===== config.mk =====
export PLATFORM = sky130hd
export DESIGN_NAME = bis_axis
export DESIGN_NICKNAME = d
export VERILOG_FILES = /design/src/hw/rtl/bis_pkg.sv /design/src/hw/rtl/bis_div.sv /design/src/hw/rtl/bis_axis.sv
export SDC_FILE = /design/constraint.sdc
export NUM_CORES = 2
export LEC_CHECK = 0
export ABC_CLOCK_PERIOD_IN_PS = 15130
export CORE_MARGIN = 2
export CORE_UTILIZATION = 65
export CTS_CLUSTER_SIZE = 40
export DETAILED_ROUTE_END_ITERATION = 12
export DONT_BUFFER_PORTS = 1
export GPL_TIMING_DRIVEN = 0
export PLACE_DENSITY = 0.82
export SLEW_MARGIN = 20
export SYNTH_ARGS = -nofsm -noshare
export SYNTH_HDL_FRONTEND = slang
export SYNTH_SLANG_ARGS = --single-unit
export TNS_END_PERCENT = 20

===== constraint.sdc =====
create_clock -name clk -period 15.13 [get_ports clk]
set_input_delay 1.513 -clock clk [delete_from_list [all_inputs] [get_ports clk]]
set_output_delay 1.513 -clock clk [all_outputs]
set_load 0.005 [all_outputs]

===== src/hw/rtl/bis_pkg.sv =====
// Shared types, widths and register codes of the bilinear image scaler.
package bis_pkg;

  // Default values of the top-level parameters.
  localparam int DEF_MAX_SRC_WIDTH    = 256;
  localparam int DEF_MAX_SRC_HEIGHT   = 256;
  localparam int DEF_MAX_CHANNELS     = 3;
  localparam int DEF_WEIGHT_FRAC_BITS = 8;

  // Fixed field widths.
  localparam int SRC_W      = 9;
  localparam int DST_W      = 12;
  localparam int CNT_W      = 2;
  localparam int PIX_W      = 8;
  localparam int CHAN_N     = 3;
  localparam int COORD_W    = 9;
  localparam int DEN_W      = DST_W + 1;
  localparam int NUM_W      = DST_W + 1 + SRC_W;
  localparam int CFG_IDX_W  = 3;
  localparam int CFG_DATA_W = 12;

  // Item kinds.
  localparam logic KIND_LOAD = 1'b0;
  localparam logic KIND_ASK  = 1'b1;

  // Configuration register indexes.
  typedef enum logic [CFG_IDX_W-1:0] {
    CFG_SRC_WIDTH     = 3'd0,
    CFG_SRC_HEIGHT    = 3'd1,
    CFG_DST_WIDTH     = 3'd2,
    CFG_DST_HEIGHT    = 3'd3,
    CFG_CHANNEL_COUNT = 3'd4
  } cfg_reg_t;

  typedef struct packed {
    logic             kind;
    logic [7:0]       load_x;
    logic [7:0]       load_y;
    logic [PIX_W-1:0] in_chan0;
    logic [PIX_W-1:0] in_chan1;
    logic [PIX_W-1:0] in_chan2;
    logic [DST_W-1:0] dst_x;
    logic [DST_W-1:0] dst_y;
  } in_item_t;

  typedef struct packed {
    logic [PIX_W-1:0] out_chan0;
    logic [PIX_W-1:0] out_chan1;
    logic [PIX_W-1:0] out_chan2;
  } out_item_t;

endpackage


===== src/hw/rtl/bis_div.sv =====
// Pipelined restoring divider, one quotient bit per stage, with side data.
module bis_div #(
  parameter int N_W = 22,
  parameter int D_W = 13,
  parameter int Q_W = 22,
  parameter int S_W = 1
) (
  input  logic           clk,
  input  logic [N_W-1:0] num_i,
  input  logic [D_W-1:0] den_i,
  input  logic [S_W-1:0] side_i,
  output logic [Q_W-1:0] quo_o,
  output logic [D_W-1:0] rem_o,
  output logic [D_W-1:0] den_o,
  output logic [S_W-1:0] side_o
);

  logic [N_W+D_W-1:0] num_ext;
  logic [D_W-1:0]     r_r [Q_W];
  logic [Q_W-1:0]     n_r [Q_W];
  logic [Q_W-1:0]     q_r [Q_W];
  logic [D_W-1:0]     d_r [Q_W];
  logic [S_W-1:0]     s_r [Q_W];

  // The upper numerator bits start as the partial remainder.
  assign num_ext = {{D_W{1'b0}}, num_i};

  for (genvar k = 0; k < Q_W; k++) begin : g_stage
    logic [D_W-1:0] r_in;
    logic [D_W-1:0] d_in;
    logic [Q_W-1:0] n_in;
    logic [Q_W-1:0] q_in;
    logic [S_W-1:0] s_in;
    logic [D_W:0]   trial;
    logic           ge;

    if (k == 0) begin : g_first
      assign r_in = num_ext[Q_W +: D_W];
      assign n_in = num_i[Q_W-1:0];
      assign q_in = '0;
      assign d_in = den_i;
      assign s_in = side_i;
    end else begin : g_next
      assign r_in = r_r[k-1];
      assign n_in = n_r[k-1];
      assign q_in = q_r[k-1];
      assign d_in = d_r[k-1];
      assign s_in = s_r[k-1];
    end

    // Shift in one numerator bit and subtract when it fits.
    assign trial = {r_in, n_in[Q_W-1]};
    assign ge    = (trial >= {1'b0, d_in});

    always_ff @(posedge clk) begin
      r_r[k] <= ge ? D_W'(trial - {1'b0, d_in}) : trial[D_W-1:0];
      n_r[k] <= n_in << 1;
      q_r[k] <= (q_in << 1) | Q_W'(ge);
      d_r[k] <= d_in;
      s_r[k] <= s_in;
    end
  end

  assign quo_o  = q_r[Q_W-1];
  assign rem_o  = r_r[Q_W-1];
  assign den_o  = d_r[Q_W-1];
  assign side_o = s_r[Q_W-1];

endmodule


===== src/hw/rtl/bis_axis.sv =====
// Maps one destination coordinate onto two source taps and a weight.
module bis_axis #(
  parameter int FRAC = bis_pkg::DEF_WEIGHT_FRAC_BITS
) (
  input  logic                        clk,
  input  logic [bis_pkg::DST_W-1:0]   d_i,
  input  logic [bis_pkg::SRC_W-1:0]   sn_i,
  input  logic [bis_pkg::DST_W-1:0]   dn_i,
  output logic [bis_pkg::COORD_W-1:0] i0_o,
  output logic [bis_pkg::COORD_W-1:0] i1_o,
  output logic [FRAC:0]               w_o
);

  localparam int NW  = bis_pkg::NUM_W;
  localparam int DW  = bis_pkg::DEN_W;
  localparam int CW  = bis_pkg::COORD_W;
  localparam int N2W = DW + FRAC + 2;

  logic [NW-1:0] prod;
  logic [NW-1:0] dn_ext;
  logic          neg_r;
  logic [NW-1:0] num_r;
  logic [DW-1:0] den_r;
  logic [DW-1:0] remneg_r;

  logic [NW-1:0] q1;
  logic [DW-1:0] r1;
  logic [DW-1:0] d1;
  logic [DW:0]   s1;
  logic [CW-1:0] smax;
  logic          q_big;
  logic [CW-1:0] x0_r;
  logic [CW-1:0] x1_r;
  logic [DW-1:0] rem_r;
  logic [DW-1:0] den2_r;

  logic [N2W-1:0]  num2;
  logic [DW:0]     d2_unused;
  logic [DW:0]     r2_unused;
  logic [2*CW-1:0] s2;

  // Numerator (2d+1)*sn - dn; a negative one always lies above -2dn.
  assign prod   = {{(NW-bis_pkg::DST_W-1){1'b0}}, d_i, 1'b1}
                * {{(NW-bis_pkg::SRC_W){1'b0}}, sn_i};
  assign dn_ext = NW'(dn_i);

  always_ff @(posedge clk) begin
    neg_r    <= (prod < dn_ext);
    num_r    <= prod - dn_ext;
    den_r    <= {dn_i, 1'b0};
    remneg_r <= DW'(prod + dn_ext);
  end

  bis_div #(.N_W(NW), .D_W(DW), .Q_W(NW), .S_W(DW + 1)) u_div_pos (
    .clk    (clk),
    .num_i  (neg_r ? '0 : num_r),
    .den_i  (den_r),
    .side_i ({neg_r, remneg_r}),
    .quo_o  (q1),
    .rem_o  (r1),
    .den_o  (d1),
    .side_o (s1)
  );

  // Floor quotient and clamping of both taps; a negative numerator gives -1.
  assign smax  = sn_i - CW'(1);
  assign q_big = (q1 >= NW'(smax));

  always_ff @(posedge clk) begin
    x0_r   <= s1[DW] ? '0 : (q_big ? smax : q1[CW-1:0]);
    x1_r   <= s1[DW] ? '0 : (q_big ? smax : q1[CW-1:0] + CW'(1));
    rem_r  <= s1[DW] ? s1[DW-1:0] : r1;
    den2_r <= d1;
  end

  // Rounded weight: (rem*2^(F+1) + den) div (2*den).
  assign num2 = N2W'({rem_r, {(FRAC+1){1'b0}}}) + N2W'(den2_r);

  bis_div #(.N_W(N2W), .D_W(DW + 1), .Q_W(FRAC + 1), .S_W(2 * CW)) u_div_wt (
    .clk    (clk),
    .num_i  (num2),
    .den_i  ({den2_r, 1'b0}),
    .side_i ({x0_r, x1_r}),
    .quo_o  (w_o),
    .rem_o  (r2_unused),
    .den_o  (d2_unused),
    .side_o (s2)
  );

  assign i0_o = s2[2*CW-1:CW];
  assign i1_o = s2[CW-1:0];

endmodule


* Word level (Yosys, flattened, before mapping)
Memory sizes are Yosys's and may differ from the RTL's. A register that Yosys moved wholly into a read port is not among the register bits.
Cells that the tools add are included.
** Operators by class
- Bitwise operators :: 29
- Add/subtract/negate cells :: 36
- Mux-type cells :: 35
- Multiply operators :: 1
- Magnitude comparators :: 33
** Operator list (number)
- 22-bit by 1-bit bitwise OR with 22-bit output :: 21
- 13-bit 2-to-1 mux :: 23
- 14-bit by 13-bit greater-or-equal comparator with 1-bit output :: 21
- 13-bit subtractor :: 21
- 15-bit by 14-bit greater-or-equal comparator with 1-bit output :: 9
- 14-bit 2-to-1 mux :: 9
- 14-bit subtractor :: 9
- 9-bit by 1-bit bitwise OR with 9-bit output :: 8
- 22-bit by 13-bit adder with 23-bit output :: 1
- 22-bit by 9-bit greater-or-equal comparator with 1-bit output :: 1
- 22-bit by 12-bit < comparator with 1-bit output :: 1
- 13-bit by 9-bit multiplier with 22-bit output :: 1
- 22-bit 2-to-1 mux :: 1
- 22-bit by 12-bit subtractor with 22-bit output :: 1
- 9-bit 2-to-1 mux :: 2
- 13-bit by 12-bit adder with 13-bit output :: 1
- 1-bit by 13-bit greater-or-equal comparator with 1-bit output :: 1
- 1-bit by 13-bit subtractor with 13-bit output :: 1
- 9-bit by 1-bit adder with 9-bit output, second input constant :: 1
- 9-bit by 1-bit subtractor with 9-bit output, second input constant :: 1
** Word-level totals
- Memories kept :: 10
- Word-level logic and storage cells :: 151
- Bits in registers :: 79
- Bits in writable memories :: 2393
** Memory list
- u_div_pos.q_r :: words 22, width 22, rd ports 22, clocked after Yosys merged registers in 0, wr ports 22, RTL line bis_div.sv:21 : logic [Q_W-1:0] q_r [Q_W];
- u_div_pos.n_r :: words 22, width 21, rd ports 21, clocked after Yosys merged registers in 0, wr ports 22, RTL line bis_div.sv:20 : logic [Q_W-1:0] n_r [Q_W];
- u_div_pos.s_r :: words 22, width 14, rd ports 22, clocked after Yosys merged registers in 0, wr ports 22, RTL line bis_div.sv:23 : logic [S_W-1:0] s_r [Q_W];
- u_div_pos.d_r :: words 22, width 13, rd ports 22, clocked after Yosys merged registers in 1, wr ports 22, RTL line bis_div.sv:22 : logic [D_W-1:0] d_r [Q_W];
- u_div_pos.r_r :: words 22, width 13, rd ports 22, clocked after Yosys merged registers in 0, wr ports 22, RTL line bis_div.sv:19 : logic [D_W-1:0] r_r [Q_W];
- u_div_wt.s_r :: words 9, width 18, rd ports 9, clocked after Yosys merged registers in 0, wr ports 9, RTL line bis_div.sv:23
- 4 more memories

* Depth between registers and ports, before layout
- Word-level depth :: 3
- Gate-level depth with buffers :: 25
- Depth with buffers taken out :: 23

* Modules after synthesis
From an unflattened synthesis, not the netlist that was laid out.
** Unflattened totals
- Cell total of the unflattened synthesis :: 6211
- Area total of the unflattened synthesis :: 70540.2 sq um
** Modules (own cells, without submodules)
- bis_div (u_div_pos) :: cells an instance 3735, times used 1, sequential area each 27306.2 sq um, area an instance 44493.9 sq um
- bis_div (u_div_wt) :: cells an instance 1583, times used 1, sequential area each 9909.5 sq um, area an instance 17951.0 sq um
- bis_axis :: cells an instance 893, times used 1, sequential area each 1821.7 sq um, area an instance 8095.3 sq um

* Worst setup path before layout
No wires, ideal clock.
- Kind :: input-to-reg
- Start :: input port sn_i[2] (netlist bit)
- End :: register neg_r
- Arrival time :: 6646 ps
- Library setup time :: 80 ps
- Stages :: 23
- Slack :: 8404 ps
- Data required time :: 15050 ps
- Cell sequence :: clkbuf_1 nand2_1 fa_1 inv_1 fa_1 ha_1 inv_1 fa_1 inv_1 fa_1 a21o_1 a21oi_1 xnor2_1 ha_1 clkbuf_1 and3_1 a21oi_1 inv_1 a31oi_1 a21oi_1 nor3_1 nor3b_1 nor3b_1
** Between the ends
- Longest elaborated chain between the ends :: 2
** RTL lines
- start, declared :: RTL line bis_axis.sv:7 : input logic [bis_pkg::SRC_W-1:0] sn_i,
- 13-bit by 9-bit multiplier with 22-bit output :: RTL line bis_axis.sv:44 : * {{(NW-bis_pkg::SRC_W){1'b0}}, sn_i};
- 22-bit by 12-bit < comparator with 1-bit output :: RTL line bis_axis.sv:48 : neg_r <= (prod < dn_ext);
- end signal, assigned :: RTL line bis_axis.sv:48
- end, declared :: RTL line bis_axis.sv:21 : logic neg_r;
No other way between the ends.
A chain may end at the register's enable or synchronous reset.

* Worst setup path in the final report
Ends and elaborated chain as after synthesis.

==> summary.txt <==
Floorplan
  • Die ar.: 0.0994 sq mm
  • Row cnt: 114
  • Num ports: 61
  • Core footprint: 0.0964 sq mm
  • Die width: 315 um
  • Initial core utilization: 65.3%
  • Die height: 315 um

STA
  • Unrepaired setup endpoints after global routing: false
  • Max_slew headroom: 28.0%
  • Skew final: 0.0309 ns
  • Fmax: 146 MHz
  • Final worst path period share: 45.3%
  • Worst Max-Slew Pin Slew: 1.07 ns
  • Final hold violations: 0
  • Period minus WS final: 6.85 ns
  • Final Max Tran Viols: 0
  • Sum of negative setup slack: 0 ns
  • Finish-stage setup viols: 0

Clock network
  • Post-CTS sizing: 0
  • Root Buffer Master: clkbuf_16
  • Setup Buffers After CTS: 0
  • Number of CTS-inserted buffers: 165
  • Worst-skew pair later-pin latency: 0.77 ns
  • CTS tree: done
  • Clock slew at reported path FFs: 0.06 ns
  • # H-tree levels: 4
  • Clock sink count: 1832
  • Clk buf depth: 3
  • Hold buffer count at CTS: 0

Detailed routing
  • Via density: 5.40
  • Max Used Layer: met5
  • Final WL: 125 mm
  • Remaining antenna violation count: 0
  • Wl on met1: 51.0 mm
  • Wire length on met2: 63.9 mm
  • DRT Pass-1 Iters: 6
  • Initial DRC count: 2475
  • Vias: 38700
  • Routed wire per std cell: 17.4 um
  • # DRC: 0
  • Met3 wire length: 5.66 mm

Setup path
  • R2r setup slk: 10.74 ns
  • CP Class: input port to flip-flop
  • Crit path capture type: flip-flop
  • CP Launch Point: sn_i[2]
  • RR Endpoint: u_div_wt.r_r[0][12]$_DFF_P_
  • Crit path cell chain: clkbuf_1 -> nand2_1 -> fa_1 -> inv_1 -> fa_1 -> ha_1 -> inv_1 -> fa_1 -> inv_1 -> fa_1 -> a21o_1 -> a21oi_1 -> xnor2_1 -> ha_1 -> clkbuf_1 -> and3_1 -> a21oi_1 -> inv_1 -> a31oi_1 -> a21oi_1 -> nor3_1 -> nor3b_1 -> nor3b_1
  • Slowest-stage cell, CP: fa_1
  • WP data required: 15.81 ns
  • R2r worst-path depth: 14
  • Max Fanout on Critical Path: 10
  • CP Launch Type: input port
  • Worst Path Arrival: 7.52 ns
  • CP max stage delay: 0.55 ns
  • Crit Reg-Reg Startpoint: den2_r[9]$_DFF_P_

Yosys
  • Syn nets: 6174
  • Syn. warnings: 0
  • Mapped Cells: 5589
  • Largest area contributor in the netlist: dfxtp_1
  • Most numerous cell in the Yosys netlist: dfxtp_1
  • Synth area leaders: dfxtp_1 58%, ha_1 8.8%, inv_1 3.8%
  • Register area share after synthesis: 58.2%
  • Most frequent cells after synthesis: 1832 x dfxtp_1, 639 x inv_1, 441 x ha_1
  • Top-area cell type share of the netlist area: 58.2%
  • Flops & latches, synth: 1832
  • Main synth FF type: dfxtp_1
  • Avg Inst Size Synth: 11.3 sq um
  • Post-synth cell types: 64
  • Ys async rst share: 0%
  • Mapped Area: 0.0630 sq mm
  • Post-synth EDFFs: 0

Run
  • Max Cap Violations: 0

Status
  • Status: complete, no violations

Pwr
  • Internal: 11.6 mW
  • Switching power: 5.76 mW
  • Logic pwr share: 33.1%
  • Power, Total: 17.4 mW
  • Power share of the clock group: 25.3%
  • Flop pwr share: 41.6%
  • Max VDD drop: 168 uV
  • Power Dens Cells: 246 mW/mm^2
  • Static leakage: 32.3 nW
  • Sw frac: 33.1%

Hold path
  • Hold path endpoint: u_div_wt.s_r[0][110]$_DFF_P_
  • Hold path depth: 0
  • Hold path startpoint: u_div_wt.s_r[0][92]$_DFF_P_
  • Hold Crit Class: flip-flop to flip-flop

Final layout
  • N_diodes: 0
  • Post-Layout Cell Count: 7170
  • Area Overhead vs Synth: 12.0%
  • Final net count: 6341
  • Post-layout util: 73.2%
  • Post-route cell area: 0.0706 sq mm
  • Layout cells sized above 1: 8.67%

Place
  • Hpwl dp: 86.7 mm
  • Inst Count DP: 6865
  • Port buffer count: 0
  • Global placement routability congestion: 0.910
  • Placed Area: 0.0646 sq mm

Global route
  • Grt ovf: 0
  • First-pass GRT wire length: 201 mm
  • Pin count of the biggest net entering global routing: 17
  • Total track usage: 25.2%
  • Vias in the first global route: 40300
  • Initial antenna violation count: 2
==> critical path: cells and delay by family <==
| family | cells | cell delay [ns] |
|---|---|---|
| AO/OA/AOI/OAI | 5 | 1.02 |
| XOR/XNOR | 1 | 0.18 |
| adder cells (fa/ha/maj) | 6 | 2.58 |
| buffers and inverters | 6 | 0.77 |
| AND/OR/NAND/NOR | 5 | 1.44 |
==> area by class of cell <==
type	count	area, sq um
Sequential cell	1832	36700
Inverter	639	2400
Clock inverter	86	1230
Tap cell	1276	1600
Clock buffer	219	4710
Multi-Input combinational cell	3049	23700
Fill cell	6220	25900
Buffer	69	285
==> power by group through the flow <==
stage | Combinational (mW) | Clock, mW | Sequential (mW)
6_report | 5.75 | 4.40 | 7.24
5_1_grt | 6.38 | 4.66 | 7.37
4_1_cts | 5.70 | 4.47 | 7.26
3_5_place_dp | 5.55 | 0 | 7.31
3_3_place_gp | 5.37 | 0 | 7.24
2_1_floorplan | 4.42 | 0 | 6.97
==> through the flow <==
step | hold WS [ns] | setup slack (ns)
6_report | 0.306 | 8.28
5_1_grt | 0.318 | 7.93
4_1_cts | 0.307 | 8.35
3_5_place_dp | 0.312 | 7.70
3_3_place_gp | 0.309 | 7.77
2_1_floorplan | 0.310 | 8.40
==> cells in the final DEF (no fill, tap or decap), drive strengths merged, types with 110 or more instances in the layout <==
cell type,synthesis,layout
a21oi,183,183
dfxtp,1832,1832
clkbuf,51,270
nor2,176,176
xnor2,167,167
inv,639,651
xor2,116,116
mux2,150,150
nand2,393,393
nor2b,133,133
o21ai,276,276
fa,110,110
ha,441,441
==> metal layers <==
layer,global-route usage [%],vias to the layer above
met5,0,-
li1,-,19000
met1,29.2,18400
met3,4.22,305
met4,9.40,2
met2,46.4,1025
==> logic make-up after synthesis <==
family                     Yosys count  share of synthesized area (%)
and+or+nand+nor                   1180                           9.44
xor gates and xnor gates           283                           3.93
buffers and inverters              708                           4.26
DFF                               1832                           58.2
AOI/OAI and AO/OA                  846                           8.61
muxes                              189                           3.30
adders and majority gates          551                           12.3
==> worst max path at each step <==
stage / slack, ns / to / depth (start not counted)
after CTS: 8.35 / neg_r$_DFF_P_ / 23
after global routing: 7.93 / neg_r$_DFF_P_ / 23
after detailed placement: 7.70 / neg_r$_DFF_P_ / 23
after floorplan: 8.40 / neg_r$_DFF_P_ / 23
after global placement: 7.77 / neg_r$_DFF_P_ / 23
final: 8.28 / neg_r$_DFF_P_ / 23
==> sequential cells by signal, indices dropped and copies added, names as in the netlist, 13 cells and up <==
name           flops
u_div_pos.r_r    286
rem_r             13
u_div_pos.n_r    231
num_r             21
remneg_r          13
u_div_pos.s_r    308
u_div_wt.q_r      45
u_div_pos.q_r    253
u_div_wt.s_r     162
u_div_pos.d_r    264
u_div_wt.d_r      81
u_div_wt.r_r     112
Note: power is estimated with default switching activity, not from simulation.
