==> src/hw/rtl/bis_pkg.sv <==
// Shared types, widths and register codes of the bilinear image scaler.
package bis_pkg;

  // Default values of the top-level parameters.
  localparam int DEF_MAX_SRC_WIDTH    = 256;
  localparam int DEF_MAX_SRC_HEIGHT   = 256;
  localparam int DEF_MAX_CHANNELS     = 3;
  localparam int DEF_WEIGHT_FRAC_BITS = 8;

  // Fixed field widths.
  localparam int SRC_W      = 9;
  localparam int DST_W      = 12;
  localparam int CNT_W      = 2;
  localparam int PIX_W      = 8;
  localparam int CHAN_N     = 3;
  localparam int COORD_W    = 9;
  localparam int DEN_W      = DST_W + 1;
  localparam int NUM_W      = DST_W + 1 + SRC_W;
  localparam int CFG_IDX_W  = 3;
  localparam int CFG_DATA_W = 12;

  // Item kinds.
  localparam logic KIND_LOAD = 1'b0;
  localparam logic KIND_ASK  = 1'b1;

  // Configuration register indexes.
  typedef enum logic [CFG_IDX_W-1:0] {
    CFG_SRC_WIDTH     = 3'd0,
    CFG_SRC_HEIGHT    = 3'd1,
    CFG_DST_WIDTH     = 3'd2,
    CFG_DST_HEIGHT    = 3'd3,
    CFG_CHANNEL_COUNT = 3'd4
  } cfg_reg_t;

  typedef struct packed {
    logic             kind;
    logic [7:0]       load_x;
    logic [7:0]       load_y;
    logic [PIX_W-1:0] in_chan0;
    logic [PIX_W-1:0] in_chan1;
    logic [PIX_W-1:0] in_chan2;
    logic [DST_W-1:0] dst_x;
    logic [DST_W-1:0] dst_y;
  } in_item_t;

  typedef struct packed {
    logic [PIX_W-1:0] out_chan0;
    logic [PIX_W-1:0] out_chan1;
    logic [PIX_W-1:0] out_chan2;
  } out_item_t;

endpackage

==> src/hw/rtl/bis_lane.sv <==
// One channel lane: horizontal then vertical weighted mix over two stages.
module bis_lane #(
  parameter int FRAC = bis_pkg::DEF_WEIGHT_FRAC_BITS
) (
  input  logic                      clk,
  input  logic [bis_pkg::PIX_W-1:0] p00_i,
  input  logic [bis_pkg::PIX_W-1:0] p10_i,
  input  logic [bis_pkg::PIX_W-1:0] p01_i,
  input  logic [bis_pkg::PIX_W-1:0] p11_i,
  input  logic [FRAC:0]             wx_i,
  input  logic [FRAC:0]             wy_i,
  output logic [bis_pkg::PIX_W:0]   val_o
);

  localparam int VW  = bis_pkg::PIX_W + 1;
  localparam int P1W = FRAC + 1 + bis_pkg::PIX_W + 1;
  localparam int P2W = FRAC + 1 + VW + 1;
  localparam logic [FRAC:0] SCALE = {1'b1, {FRAC{1'b0}}};

  logic [FRAC:0]  wxi;
  logic [FRAC:0]  wyi;
  logic [P1W-1:0] sum_top;
  logic [P1W-1:0] sum_bot;
  logic [VW-1:0]  top_r;
  logic [VW-1:0]  bot_r;
  logic [FRAC:0]  wy_r;
  logic [P2W-1:0] sum_val;

  // Horizontal mix of the upper and lower row pairs.
  assign wxi     = SCALE - wx_i;
  assign sum_top = P1W'(wxi) * P1W'(p00_i) + P1W'(wx_i) * P1W'(p10_i);
  assign sum_bot = P1W'(wxi) * P1W'(p01_i) + P1W'(wx_i) * P1W'(p11_i);

  always_ff @(posedge clk) begin
    top_r <= sum_top[FRAC +: VW];
    bot_r <= sum_bot[FRAC +: VW];
    wy_r  <= wy_i;
  end

  // Vertical mix of the two row results.
  assign wyi     = SCALE - wy_r;
  assign sum_val = P2W'(wyi) * P2W'(top_r) + P2W'(wy_r) * P2W'(bot_r);

  always_ff @(posedge clk) begin
    val_o <= sum_val[FRAC +: VW];
  end

endmodule

==> config.mk <==
export PLATFORM = sky130hd
export DESIGN_NAME = bis_lane
export DESIGN_NICKNAME = d
export VERILOG_FILES = /design/src/hw/rtl/bis_pkg.sv /design/src/hw/rtl/bis_lane.sv
export SDC_FILE = /design/constraint.sdc
export NUM_CORES = 1
export LEC_CHECK = 0
export BUFFER_PORTS_ARGS = -buffer_cell sky130_fd_sc_hd__buf_2
export CORE_MARGIN = 3
export CORE_UTILIZATION = 46
export CTS_BUF_LIST = sky130_fd_sc_hd__clkbuf_8
export DETAILED_ROUTE_END_ITERATION = 8
export PLACE_DENSITY_LB_ADDON = 0.25
export SETUP_SLACK_MARGIN = 0.3
export SLEW_MARGIN = 20
export SYNTH_ARGS = -nofsm -noshare
export SYNTH_HDL_FRONTEND = slang
export SYNTH_SLANG_ARGS = --single-unit
==> constraint.sdc <==
create_clock -name clk -period 23.2 [get_ports clk]
set_input_delay 5.8 -clock clk [delete_from_list [all_inputs] [get_ports clk]]
set_output_delay 5.8 -clock clk [all_outputs]
set_load 0.01 [all_outputs]
Yosys cells after proc, flatten, opt, wreduce, memory -nomap -nowiden
Cells that the tools add are included.

storage, ports and cells
  register bits after elaboration = 36
  input port bits = 51
  output and inout port bits = 9
  logic and storage cells = 15

operators by class
  $add $sub $neg = 5
  multiply operators = 6

operator list
  operator               number
  $mul A9 B8 Y17         4
  $add A17 B17 Y17       3
  $mul A9 B9 Y17         2
  $sub A9 B9 Y9 const A  2

Logic depth before layout (Yosys ltp)
Gate-level depths: netlist (run 1).

  depth after elaboration = 3
  depth in mapped cells = 25
  mapped depth without buffers = 23

Worst setup path after synthesis (run 1)
No wires, ideal clock.

  path kind = input-to-reg
  start point = input port wx_i[0]
  end point = register top_r[8]
  library setup time = 121 ps
  data arrival time = 11991 ps
  data required time = 23079 ps
  path slack = 11088 ps
  stages = 24
  path buffers = 3
  cells stage by stage = clkbuf_1 > clkbuf_1 > inv_1 > ha_1 > inv_1 > nor2_1 > xnor2_1 > clkbuf_1 > nand2_1 > fa_1 > fa_1 > fa_1 > inv_1 > fa_1 > fa_1 > inv_1 > fa_1 > inv_1 > ha_1 > o21a_1 > a311o_1 > a311o_1 > a221o_1 > xnor2_1

on the way
  cells in the longest elaborated chain, start to end = 3
  elaborated cells between the ends (all ways) = 4
  classes of those cells = 2 x add/sub; 2 x mul

ends and longest elaborated chain
  what                  line            source
  from (decl)           bis_lane.sv:10  input logic [FRAC:0] wx_i,
  $sub A9 B9 Y9         bis_lane.sv:30  assign wxi = SCALE - wx_i;
  $mul A9 B8 Y17        bis_lane.sv:31  assign sum_top = P1W'(wxi) * P1W'(p00_i) + P1W'(wx_i) * P1W'(p10_i);
  $add A17 B17 Y17 (*)  bis_lane.sv:31
  via sum_top[16]       bis_lane.sv:22  logic [P1W-1:0] sum_top;
  to (signal assigned)  bis_lane.sv:35  top_r <= sum_top[FRAC +: VW];
  to (decl)             bis_lane.sv:24  logic [VW-1:0] top_r;

The timed path passes the listed nets; every way through them passes the cells marked *.

Worst setup path in the final report (run 1)
  start point = input port wx_i[0]
  end point = register bot_r[8]

on the way
  cells in the longest elaborated chain, start to end = 3
  elaborated cells between the ends (all ways) = 4
  classes of those cells = 2 x add/sub; 2 x mul

ends and longest elaborated chain
  what                  line            source
  $sub A9 B9 Y9         bis_lane.sv:30
  $mul A9 B8 Y17        bis_lane.sv:32  assign sum_bot = P1W'(wxi) * P1W'(p01_i) + P1W'(wx_i) * P1W'(p11_i);
  $add A17 B17 Y17 (*)  bis_lane.sv:32
  via sum_bot[16]       bis_lane.sv:23  logic [P1W-1:0] sum_bot;
  to (signal assigned)  bis_lane.sv:36  bot_r <= sum_bot[FRAC +: VW];
  to (decl)             bis_lane.sv:25  logic [VW-1:0] bot_r;

Marked as above.

==> results.md, run 1 <==
- Counting every net in the synthesized netlist gives 2285.
- The setup-violating endpoint count in the final report is 0.
- The max-slew violation total from the final report is 0.
- The final worst clock skew is just over 0.007 ns.
- Dividing the detail-routed wire length by the instance count gives 15.4 um.
- The final total negative setup slack is 0 ns.
- The antenna violation net count after detailed routing is 0.
- Across every metal layer, demand over resource in global routing totals 20.1%.
- The count of boundary I/O pins is 60.
- The maximum fanout encountered on the critical timing path is 33.
- The number of clock sinks is 36.
- The clock root buffer is sky130_fd_sc_hd__clkbuf_8.
- Global routing finished with a remaining overflow of 0.
- At the pin with the least slew margin, the transition time is 1.02 ns.
- The number of violations reported at the end of detailed-routing iteration 0 is between 500 and 600.
- The number of enable-type register cells in the synthesized netlist is 0.
- The vertical die dimension is 189 um.
- The per-instance average area after synthesis is roughly 9 um2.
- Max-cap violations in this run came to 0.
- Clock-pin slew was measured on the worst setup and hold paths at 0.08 ns.
- The H-tree was split into 2 levels.
- Setup repair after global routing left no endpoint under its margin.
- The required time of the critical path is 23.41 ns.
- The time the final worst path needs with I/O delays and setup is 12.49 ns.
- The fraction of final layout cells with drive strength greater than 1 is under 10%.
- The TritonCTS clock tree is yes.
- Summed over its instances, the top area cell type makes up 44.2% of the synthesized netlist area.
- The number of global-route vias before repair came to approximately 12000.
- The cell type contributing the most total cell area after synthesis is sky130_fd_sc_hd__fa_1.
- The wire length of the first global-routing pass is about 58000 um.
- The proportion of synthesized flip-flops having asynchronous set or reset is 0%.
- Wires add up to 33300 um.
- The final hold violation count is 0.
- Headroom to the max-slew limit came out at 31.7%.
- TritonCTS created 5 clock buffers.
- In the routed layout, each cell is associated on average with a via count of 4.94.
- In this run the deepest clock path goes through 2 buffers.
- Of the synthesized area, sequential elements account for between 4 and 5%.
- The total via count after detailed routing is 10700.
- In this run the worst hold path is classified as reg2reg.
- At the later pin of the worst-skew pair, clock insertion delay measures 0.31 ns.
- The site row count is 66.
- The placer congestion estimate is 0.842.
- The synthesized instance count is 1708.
- For this run, design rule violations remaining after detail routing come to 0.
- The number of distinct library cells after synthesis is 48.
- The run finished with clean final reports.
- The most used flip-flop cell after synthesis is sky130_fd_sc_hd__dfxtp_1.
- STA puts the critical path data arrival time at 12.69 ns.
- The initial antenna violation count came to 1.
- Once detailed placement completed, the half-perimeter wirelength came to 28200 um.
- After synthesis, the cell types taking the most area are sky130_fd_sc_hd__fa_1, sky130_fd_sc_hd__ha_1, sky130_fd_sc_hd__inv_1.
- The most common cell in the synthesized netlist is sky130_fd_sc_hd__inv_1.
- Once the floorplan was initialized, standard cells occupied 47.0% of the core.
- Buffers placed on the I/O ports in this run total 59.
- The area growth from synthesis to layout is 5.13%.
- Timing would allow up to 80.1 MHz.
- The nature of the critical path endpoint is a flop.
- Across all hold checks on the routed design, the worst slack comes to a little under 0.9 ns.
- The floorplan step set the die width to 189 um.
- The number of iterations in the first detailed-routing pass is 5.
- The flip-flop and latch count after synthesis is 36.
- The total standard cell area after synthesis is approximately 0.015 mm2.
- The total of warnings raised by yosys is 0.
- After layout, the worst path uses a little over half of the clock period.
- The number of cells upsized or downsized after cts is 0.
- STA classifies the critical path startpoint as an input pin.
- The number of diodes added for antenna fixing is 0.
- The hold buffer count at CTS is 0.
- Entering global routing, the biggest net connects 34 pins.
- For this run, the post-layout net count is ~2300.
- Ranked by instance count, the synthesized netlist is headed by sky130_fd_sc_hd__inv_1, sky130_fd_sc_hd__fa_1, sky130_fd_sc_hd__and2_1.
- The die covers 0.0356 mm2.
- After clock tree synthesis, the setup repair step added 0 buffers.
- In this run the standard cell core region covers between 0.03 and 0.04 mm2.
- The critical path is of the in2reg type.
## sequential cells by signal, summed over array words and instances, names as in the netlist
name / cells
bot_r: 9
top_r: 9
wy_r: 9
val_o: 9
## metrics by stage
step / instances / worst slack, ns / util (%) / area [um2]
global placement: 2164 / 10.39 / 49.1 / 16100
CTS: 2171 / 10.72 / 49.4 / 16200
floorplan: 1708 / 11.09 / - / 15400
global route: 2171 / 10.18 / 49.4 / 16200
finish: 2171 / 10.71 / 49.4 / 16200
detailed placement: 2164 / 10.40 / 49.2 / 16100
## logic make-up (layout without fill, tap and decap cells)
logic type / count (synthesis) / count (layout) / share of synthesized area, %
compound gates: 61 / 61 / 2.68
xor+xnor: 50 / 50 / 2.85
fa+ha+maj: 526 / 526 / 59.4
buf+inv: 511 / 532 / 12.5
flops: 36 / 36 / 4.69
mux: 1 / 1 / 0.0652
simple gates: 523 / 523 / 17.8
## final timing paths
kind | from | cells after the start | end | slack, ns
max reg2reg | wy_r[0]$_DFF_P_ | 21 | val_o[8]$_DFF_P_ | 16.20
max | wx_i[0] | 23 | bot_r[8]$_DFF_P_ | 10.71
min | top_r[8]$_DFF_P_ | 3 | val_o[8]$_DFF_P_ | 0.87
min reg2reg | top_r[8]$_DFF_P_ | 3 | val_o[8]$_DFF_P_ | 0.87
## cells in the final DEF, fill, tap and decap left out, types with 2 or more instances in the layout
| cell | netlist | routed |
|---|---|---|
| sky130_fd_sc_hd__a21o_1 | 5 | 5 |
| sky130_fd_sc_hd__or2_2 | 2 | 2 |
| sky130_fd_sc_hd__o21bai_1 | 3 | 3 |
| sky130_fd_sc_hd__dfxtp_1 | 36 | 36 |
| sky130_fd_sc_hd__a21oi_1 | 20 | 20 |
| sky130_fd_sc_hd__ha_1 | 187 | 187 |
| sky130_fd_sc_hd__nand4_1 | 6 | 6 |
| sky130_fd_sc_hd__and2_1 | 271 | 271 |
| sky130_fd_sc_hd__o21a_1 | 4 | 4 |
| sky130_fd_sc_hd__clkbuf_8 | 0 | 5 |
| sky130_fd_sc_hd__nor3b_1 | 3 | 3 |
| sky130_fd_sc_hd__nor4_1 | 4 | 4 |
| sky130_fd_sc_hd__xor2_1 | 12 | 11 |
| sky130_fd_sc_hd__and3_1 | 2 | 2 |
| sky130_fd_sc_hd__buf_2 | 1 | 59 |
| sky130_fd_sc_hd__a21boi_0 | 2 | 2 |
| sky130_fd_sc_hd__a311o_1 | 2 | 2 |
| sky130_fd_sc_hd__fa_1 | 339 | 339 |
| sky130_fd_sc_hd__xnor2_1 | 38 | 37 |
| sky130_fd_sc_hd__nor3_1 | 10 | 10 |
| sky130_fd_sc_hd__buf_4 | 0 | 5 |
| sky130_fd_sc_hd__nand2_1 | 190 | 190 |
| sky130_fd_sc_hd__o21ai_0 | 10 | 10 |
| sky130_fd_sc_hd__nand2b_1 | 2 | 2 |
| sky130_fd_sc_hd__inv_1 | 461 | 462 |
| sky130_fd_sc_hd__nor2b_1 | 4 | 4 |
| sky130_fd_sc_hd__nand3_1 | 4 | 4 |
| sky130_fd_sc_hd__nor2_1 | 22 | 22 |
## layout make-up
cell class	count	area, um2
Clock buffer	5	68.8
Clock inverter	2	8.76
Fill cell	3183	16500
Inverter	461	1730
Multi-Input combinational cell	1161	12700
Sequential cell	36	721
Tap cell	442	553
Timing Repair Buffer	64	333
## critical path, cell delays in order
cell	delay [ns]
sky130_fd_sc_hd__buf_2	0.47
sky130_fd_sc_hd__inv_1	0.12
sky130_fd_sc_hd__ha_1	0.27
sky130_fd_sc_hd__xnor2_1	0.80
sky130_fd_sc_hd__buf_4	0.32
sky130_fd_sc_hd__and2_1	0.17
sky130_fd_sc_hd__fa_1	0.42
sky130_fd_sc_hd__inv_1	0.08
sky130_fd_sc_hd__fa_1	0.43
sky130_fd_sc_hd__fa_1	0.51
sky130_fd_sc_hd__inv_1	0.05
sky130_fd_sc_hd__fa_1	0.45
sky130_fd_sc_hd__fa_1	0.51
sky130_fd_sc_hd__inv_1	0.05
sky130_fd_sc_hd__fa_1	0.47
sky130_fd_sc_hd__inv_1	0.04
sky130_fd_sc_hd__ha_1	0.20
sky130_fd_sc_hd__nor4_1	0.28
sky130_fd_sc_hd__nand2_1	0.10
sky130_fd_sc_hd__o311ai_2	0.37
sky130_fd_sc_hd__a21boi_0	0.26
sky130_fd_sc_hd__nor3b_1	0.20
sky130_fd_sc_hd__nor4b_1	0.30
## layer usage
metal  vias to the layer above  wire (um)  GRT usage, %
met2                       219      17000          36.3
met4                         2        419          3.55
met5                         -          7             0
met3                        36       1270          1.92
met1                      5486      14600          26.7
li1                       4991          -             -
Power of run 1 is not shown: default switching activity piles up to over one toggle a cycle in this logic, so the estimate is an artifact.
==> run 2, diff against run 1 <==
==> constraint.sdc (replaced) <==
create_clock -name clk -period 12.8 [get_ports clk]
set_input_delay 3.2 -clock clk [delete_from_list [all_inputs] [get_ports clk]]
set_output_delay 3.2 -clock clk [all_outputs]
set_load 0.01 [all_outputs]
==> run 2 against run 1 <==
Compared with the run above:
- die area stayed put
- first-iteration DRC count is 15% lower
- utilization stayed put
- clock skew is 0.0010 ns lower
- wire length is 0.46% lower
- via count is 0.49% lower
- final cell count stayed put
- register-to-register slack worse by 10 ns
- highest routed layer unchanged
- worst setup slack worse by 7.8 ns
==> results.md, run 2 (synthesized netlist as in run 1, its figures left out) <==
- The class of the most critical hold timing path is reg2reg (unchanged).
- The actual transition at the worst max-transition pin is 1.06 ns (was 1.02 ns).
- The number of placed cells counting well taps is 2164 (unchanged).
- The maximum fanout encountered on the critical timing path is 33 (unchanged).
- The final total negative setup slack is 0 ns (unchanged).
- The startpoint of the tightest hold check path is top_r[8]$_DFF_P_ (unchanged).
- The worst-path cell with the longest stage delay is sky130_fd_sc_hd__xnor2_1 (unchanged).
- The reported max-cap violation count is 0 (unchanged).
- The layout overhead on the synthesized area is 5.13% (unchanged).
- The number of iterations in the first detailed-routing pass is 5 (unchanged).
- The final hold violation count is 0 (unchanged).
- The final worst clock skew is 0.00609 ns (was 0.00709 ns).
- The TritonCTS clock tree is yes (unchanged).
- The category of the most critical setup path is in2reg (unchanged).
- The post-detailed-placement half-perimeter wirelength is 28200 um (about the same).
- The capture instance of the worst register-to-register path is val_o[8]$_DFF_P_ (unchanged).
- The vertical die dimension came to 189 um (unchanged).
- The share of the core filled with cells is 49.4% (unchanged).
- The largest net degree at the start of global routing came to 34 (unchanged).
- The final global-route overflow total is 0 (unchanged).
- The site row count was 66 (unchanged).
- The required time of the critical path was 13.01 ns (was 23.41 ns).
- The number of violations reported at the end of detailed-routing iteration 0 is 490 (was 577).
- The dominant cell type by count on the critical path was sky130_fd_sc_hd__fa_1 (unchanged).
- The average via count per standard cell is 4.92 (was 4.94).
- The wire length of the first global-routing pass is 57500 um (was 57900 um).
- The total via count after detailed routing came to 10700 (about the same).
- The horizontal die dimension is 189 um (unchanged).
- The number of inserted filler cells in the final layout was 3192 (was 3183).
- The fraction of final layout cells with drive strength greater than 1 was 4.40% (unchanged).
- The area of the die is 0.0356 mm2 (unchanged).
- The critical path startpoint category is an input pin (unchanged).
- The final standard cell count with taps included and fillers excluded came to 2171 (unchanged).
- The number of diodes added for antenna fixing was 0 (unchanged).
- The hold path endpoint is val_o[8]$_DFF_P_ (unchanged).
- The total of buffers placed on input and output ports is 59 (unchanged).
- The delay of the slowest critical-path stage is 0.83 ns (was 0.80 ns).
- The clock root buffer is sky130_fd_sc_hd__clkbuf_8 (unchanged).
- The placer congestion estimate came to 0.842 (unchanged).
- The most common cell after layout, fill and taps aside is sky130_fd_sc_hd__inv_1 (unchanged).
- The number of global-route vias before repair was 11800 (about the same).
- RSZ-0062 raised after global routing: false (unchanged).
- The number of design rule violations left after detail routing is 0 (unchanged).
- Most frequent cells in the layout: sky130_fd_sc_hd__inv_1, sky130_fd_sc_hd__fa_1, sky130_fd_sc_hd__and2_1 (unchanged).
- The overall routing resource usage is 20.0% (was 20.1%).
- The number of clock sinks is 36 (unchanged).
- The initial antenna violation count is 1 (unchanged).
- The layout net count was 2306 (unchanged).
- The data arrival time of the critical path is 10.11 ns (was 12.69 ns).
- The number of buffers inserted during clock tree synthesis is 5 (unchanged).
- The clock slew seen by the registers of the worst setup and hold paths is 0.07 ns (was 0.08 ns).
- The depth of the worst register-to-register path is 21 (unchanged).
- The count of boundary I/O pins was 60 (unchanged).
- The count of H-tree levels built during CTS was 2 (unchanged).
- The core box area is 0.0327 mm2 (unchanged).
- The minimum setup slack among reg-to-reg paths is 5.74 ns (was 16.20 ns).
- Status: finished, final reports clean (unchanged).
- The setup-violating endpoint count in the final report is 0 (unchanged).
- Dividing the final minimum period by the clock period gives between 70% and 80%.
- The max-slew violation total from the final report is 0 (unchanged).
- The initial cell density of the core is 47.0% (unchanged).
- The maximum root-to-sink buffer count was 2 (unchanged).
- The post-CTS repair timing setup buffer count came to 0 (unchanged).
- The hold buffer count at CTS is 0 (unchanged).
- The maximum clock frequency is approximately 100 MHz.
- The nature of the critical path endpoint was a flop (unchanged).
- The start of the worst register-to-register path is wy_r[0]$_DFF_P_ (unchanged).
- The wire length per cell after detailed routing was 15.3 um (was 15.4 um).
- The tightest slew margin relative to the limit was 29.1% (was 31.7%).
- The count of cells along the worst hold path is 3 (unchanged).
- The clock latency reported for the late side of the worst-skew pair is 0.31 ns (about the same).
- Critical-path cell list: buf_2 -> inv_1 -> ha_1 -> xnor2_1 -> buf_4 -> and2_1 -> fa_1 -> inv_1 -> fa_1 -> fa_1 -> inv_1 -> fa_1 -> fa_1 -> inv_1 -> fa_1 -> inv_1 -> ha_1 -> nor4_1 -> nand2_1 -> o311ai_2 -> a21boi_0 -> nor3b_1 -> nor4b_1 (unchanged).
- The smallest clock period supported by the final layout is computed as approximately 9.9 ns.
- The sum of routed wire length over all layers came to 33200 um (was 33300 um).
- The antenna violation net count after detailed routing is 0 (unchanged).
- The number of cells upsized or downsized after cts is 0 (unchanged).
==> run 2: worst max path at each step <==
stage / start / end
2_1_floorplan: wx_i[0] / top_r[8]$_DFF_P_
3_3_place_gp: wx_i[0] / top_r[8]$_DFF_P_
3_5_place_dp: wx_i[0] / bot_r[8]$_DFF_P_
4_1_cts: wx_i[0] / bot_r[8]$_DFF_P_
5_1_grt: wx_i[0] / bot_r[8]$_DFF_P_
6_report: wx_i[0] / bot_r[8]$_DFF_P_
==> run 2: through the flow <==
stage	setup slack (ns)	instance area, um2	hold slack [ns]
final	2.90	16200	0.887
after CTS	2.91	16200	0.884
after detailed placement	2.58	16100	0.854
after global routing	2.37	16200	0.949
after floorplan	3.29	15400	0.621
after global placement	2.59	16100	0.838
==> run 2: cell type report <==
type                    count  area [um2]  area share, %
multi-input cells        1161       12700           78.9
clock inverters             2        8.76         0.0542
flip-flops and latches     36         721           4.46
clock buffers               5        68.8          0.426
repair buffers             64         333           2.06
well taps                 442         553           3.42
inverters                 461        1730           10.7
==> run 2: metal layers <==
layer	vias to the layer above	track usage [%]	routed length, um
met5	-	0	7
met2	203	36.2	16800
met3	44	2.05	1340
li1	4985	-	-
met4	2	4.50	644
met1	5447	26.0	14400
==> run 2: worst max-delay path: cells and delay by family <==
kind                     cells  cell delay (ns)
XOR/XNOR                     1             0.83
AO/OA/AOI/OAI                2             0.64
buffers and inverters        7             1.12
AND/OR/NAND/NOR              5             1.04
adder cells (fa/ha/maj)      8             3.25
Power of run 2 is left out for the same reason.
==> run 3, diff against run 2 <==
--- a/config.mk
+++ b/config.mk
@@ -5,6 +5,7 @@
 export SDC_FILE = /design/constraint.sdc
 export NUM_CORES = 1
 export LEC_CHECK = 0
+export ABC_AREA = 1
 export BUFFER_PORTS_ARGS = -buffer_cell sky130_fd_sc_hd__buf_2
 export CORE_MARGIN = 3
 export CORE_UTILIZATION = 46
==> constraint.sdc (replaced) <==
create_clock -name clk -period 9.9 [get_ports clk]
set_input_delay 2.475 -clock clk [delete_from_list [all_inputs] [get_ports clk]]
set_output_delay 2.475 -clock clk [all_outputs]
set_load 0.01 [all_outputs]
==> run 3 against run 2 <==
Compared with the run above:
- register-to-register slack got worse by 2.6 ns
- count of clock-buffer cells in the layout unchanged
- critical path depth increased by 7
- critical path type unchanged
- critical endpoint unchanged
- highest routed layer is now met4
==> results.md, run 3 <==
- The setup-violating endpoint count in the final report is 0 (unchanged).
- The average via count per standard cell is 4.83 (was 4.92).
- The number of cells upsized or downsized after cts came to 0 (unchanged).
- The actual transition at the worst max-transition pin is 0.920 ns (was 1.06 ns).
- The final global-route overflow total is 0 (unchanged).
- The most common cell after layout, fill and taps aside is sky130_fd_sc_hd__inv_1 (unchanged).
- Most frequent cells in the layout: sky130_fd_sc_hd__inv_1, sky130_fd_sc_hd__nand2_1, sky130_fd_sc_hd__fa_1 (was sky130_fd_sc_hd__inv_1, sky130_fd_sc_hd__fa_1, sky130_fd_sc_hd__and2_1).
- The placer congestion estimate is 0.938 (was 0.842).
- Most frequent cells after synthesis: sky130_fd_sc_hd__inv_1, sky130_fd_sc_hd__nand2_1, sky130_fd_sc_hd__fa_1 (was sky130_fd_sc_hd__inv_1, sky130_fd_sc_hd__fa_1, sky130_fd_sc_hd__and2_1).
- The hold buffer count at CTS is 0 (unchanged).
- The number of enable-type register cells in the synthesized netlist came to 0 (unchanged).
- The maximum root-to-sink buffer count was 2 (unchanged).
- The clock period could shrink to 8.36 ns.
- The count of H-tree levels built during CTS came to 2 (unchanged).
- The dominant cell type by count on the critical path was sky130_fd_sc_hd__fa_1 (unchanged).
- The proportion of synthesized flip-flops having asynchronous set or reset was 0% (unchanged).
- Status: finished, final reports clean (unchanged).
- The critical path startpoint category is an input pin (unchanged).
- The number of distinct library cells after synthesis is 39 (was 48).
- The reported max-cap violation count is 0 (unchanged).
- The tightest slew margin relative to the limit was 38.2% (was 29.1%).
- The category of the most critical setup path is in2reg (unchanged).
- The total via count after detailed routing is 12600 (was 10700).
- The initial antenna violation count is 2 (was 1).
- The layout net count is 2720 (was 2306).
- The vertical die dimension came to 194 um (was 189 um).
- The clock slew seen by the registers of the worst setup and hold paths is 0.08 ns (was 0.07 ns).
- The sequential fraction of the synthesis area is 4.44% (was 4.69%).
- The cell type contributing the most total cell area after synthesis is sky130_fd_sc_hd__fa_1 (unchanged).
- The horizontal die dimension is 194 um (was 189 um).
- The final total negative setup slack was 0 ns (unchanged).
- The max-slew violation total from the final report is 0 (unchanged).
- The largest net degree at the start of global routing is 32 (was 34).
- The final cycle utilization of the critical path is 84.5%.
- The class of the most critical hold timing path is reg2reg (unchanged).
- The maximum fanout encountered on the critical timing path is 18 (was 33).
- The area of the die is 0.0376 mm2 (was 0.0356 mm2).
- The data arrival time of the critical path is 8.57 ns (was 10.11 ns).
- The nature of the critical path endpoint is a flop (unchanged).
- The worst-path cell with the longest stage delay is sky130_fd_sc_hd__fa_1 (was sky130_fd_sc_hd__xnor2_1).
- The number of design rule violations left after detail routing is 0 (unchanged).
- The post-detailed-placement half-perimeter wirelength is 35000 um (was 28200 um).
- The initial cell density of the core is 46.8% (was 47.0%).
- The number of iterations in the first detailed-routing pass came to 5 (unchanged).
- The TritonCTS clock tree is yes (unchanged).
- The most common cell in the netlist is sky130_fd_sc_hd__inv_1 (unchanged).
- The number of clock sinks is 36 (unchanged).
- The clock latency reported for the late side of the worst-skew pair came to 0.31 ns (about the same).
- The net count after synthesis was 2712 (was 2285).
- The flip-flop and latch count after synthesis is 36 (unchanged).
- The core box area is 0.0347 mm2 (was 0.0327 mm2).
- The number of violations reported at the end of detailed-routing iteration 0 came to 692 (was 490).
- The number of buffers inserted during clock tree synthesis is 5 (unchanged).
- The total of warnings raised by yosys is 0 (unchanged).
- The final hold violation count came to 0 (unchanged).
- The site row count came to 68 (was 66).
- The fraction of final layout cells with drive strength greater than 1 came to 4.29% (was 4.40%).
- The wire length of the first global-routing pass is 69300 um (was 57500 um).
- The wire length per cell after detailed routing is 15.6 um (was 15.3 um).
- The required time of the critical path was 10.11 ns (was 13.01 ns).
- The overall routing resource usage came to 22.7% (was 20.0%).
- The layout overhead on the synthesized area came to 4.43% (was 5.13%).
- The synthesized instance count is 2135 (was 1708).
- The predominant post-synthesis flop cell is sky130_fd_sc_hd__dfxtp_1 (unchanged).
- RSZ-0062 raised after global routing: false (unchanged).
- The count of boundary I/O pins is 60 (unchanged).
- The delay of the slowest critical-path stage is 0.54 ns (was 0.83 ns).
- The number of global-route vias before repair came to 13900 (was 11800).
- The per-instance average area after synthesis is 7.61 um2 (was 9.00 um2).
- The final worst clock skew is 0.00825 ns (was 0.00609 ns).
- Top area cells in the synthesized netlist: sky130_fd_sc_hd__fa_1, sky130_fd_sc_hd__inv_1, sky130_fd_sc_hd__ha_1 (was sky130_fd_sc_hd__fa_1, sky130_fd_sc_hd__ha_1, sky130_fd_sc_hd__inv_1).
- The total of buffers placed on input and output ports is 59 (unchanged).
- Based on the critical path, the design can be clocked at up to 120 MHz.
- The post-CTS repair timing setup buffer count was 0 (unchanged).
- The sum of routed wire length over all layers was 40500 um (was 33200 um).
- The antenna violation net count after detailed routing was 0 (unchanged).
- The share of Yosys cell area claimed by the top area cell type came to 41.8% (was 44.2%).
- The clock root buffer is sky130_fd_sc_hd__clkbuf_8 (unchanged).
- The total standard cell area after synthesis came to 0.0162 mm2 (was 0.0154 mm2).
## run 3: cell count changes after synthesis, moves of 5 or more
cell                       previous run  this run
sky130_fd_sc_hd__clkbuf_1            44        49
sky130_fd_sc_hd__a21oi_1             20        40
sky130_fd_sc_hd__nor2_1              22       155
sky130_fd_sc_hd__nand2_2              0        10
sky130_fd_sc_hd__xnor2_1             38        12
sky130_fd_sc_hd__inv_1              461       701
sky130_fd_sc_hd__xor2_1              12        17
sky130_fd_sc_hd__o21ai_0             10        26
sky130_fd_sc_hd__and2_1             271         0
sky130_fd_sc_hd__nand2_1            190       468
sky130_fd_sc_hd__nand3_1              4        33
sky130_fd_sc_hd__buf_2                1         8
## run 3: layout make-up
class,instances,area (um2)
diodes,2,5.00
clock buffers,5,68.8
clock inverters,2,8.76
fillers,3490,17700
inverters,706,2660
multi-input cells,1333,12600
flip-flops and latches,36,721
well taps,455,569
repair buffers,61,310
## run 3: logic make-up (layout without fill, tap and decap cells)
logic type | after synthesis | count (layout) | share of synthesized area [%]
flops | 36 | 36 | 4.44
other cells | 0 | 2 | 0
compound gates | 80 | 80 | 2.73
fa+ha+maj | 526 | 526 | 56.2
buf+inv | 766 | 774 | 17.9
xor+xnor | 30 | 30 | 1.66
simple gates | 697 | 697 | 17.1
## run 3: layer usage
| layer | track usage (%) | vias to the layer above | wire length (um) |
|---|---|---|---|
| met4 | 6.28 | 0 | 1110 |
| met2 | 39.5 | 377 | 19500 |
| li1 | - | 6003 | - |
| met3 | 2.57 | 69 | 2310 |
| met5 | 0 | - | 0 |
| met1 | 30.2 | 6109 | 17600 |
## run 3: metrics by stage
stage | cells | utilization [%] | setup WS [ns] | hold slack [ns] | instance area (um2)
final | 2600 | 48.9 | 1.54 | 0.853 | 17000
after global routing | 2598 | 48.9 | 1.14 | 0.943 | 17000
after CTS | 2598 | 48.9 | 1.55 | 0.862 | 17000
after detailed placement | 2591 | 48.6 | 1.24 | 0.844 | 16900
after global placement | 2591 | 48.6 | 1.33 | 0.832 | 16900
after floorplan | 2135 | - | 1.57 | 0.704 | 16200
## run 3: path summary, 6_finish.rpt
check / start / endpoint / slack, ns / depth (start not counted)
max: wx_i[1] / bot_r[8]$_DFF_P_ / 1.54 / 30
min: top_r[0]$_DFF_P_ / val_o[3]$_DFF_P_ / 0.85 / 5
max reg2reg: wy_r[0]$_DFF_P_ / val_o[8]$_DFF_P_ / 3.17 / 27
min reg2reg: top_r[0]$_DFF_P_ / val_o[3]$_DFF_P_ / 0.85 / 5
## run 3: critical path: cells and delay by family
| kind | cells | cell delay, ns |
|---|---|---|
| AO/OA/AOI/OAI | 3 | 0.59 |
| AND/OR/NAND/NOR | 11 | 1.24 |
| adder cells (fa/ha/maj) | 8 | 3.51 |
| buffers and inverters | 8 | 0.75 |
Power of run 3 is left out for the same reason.
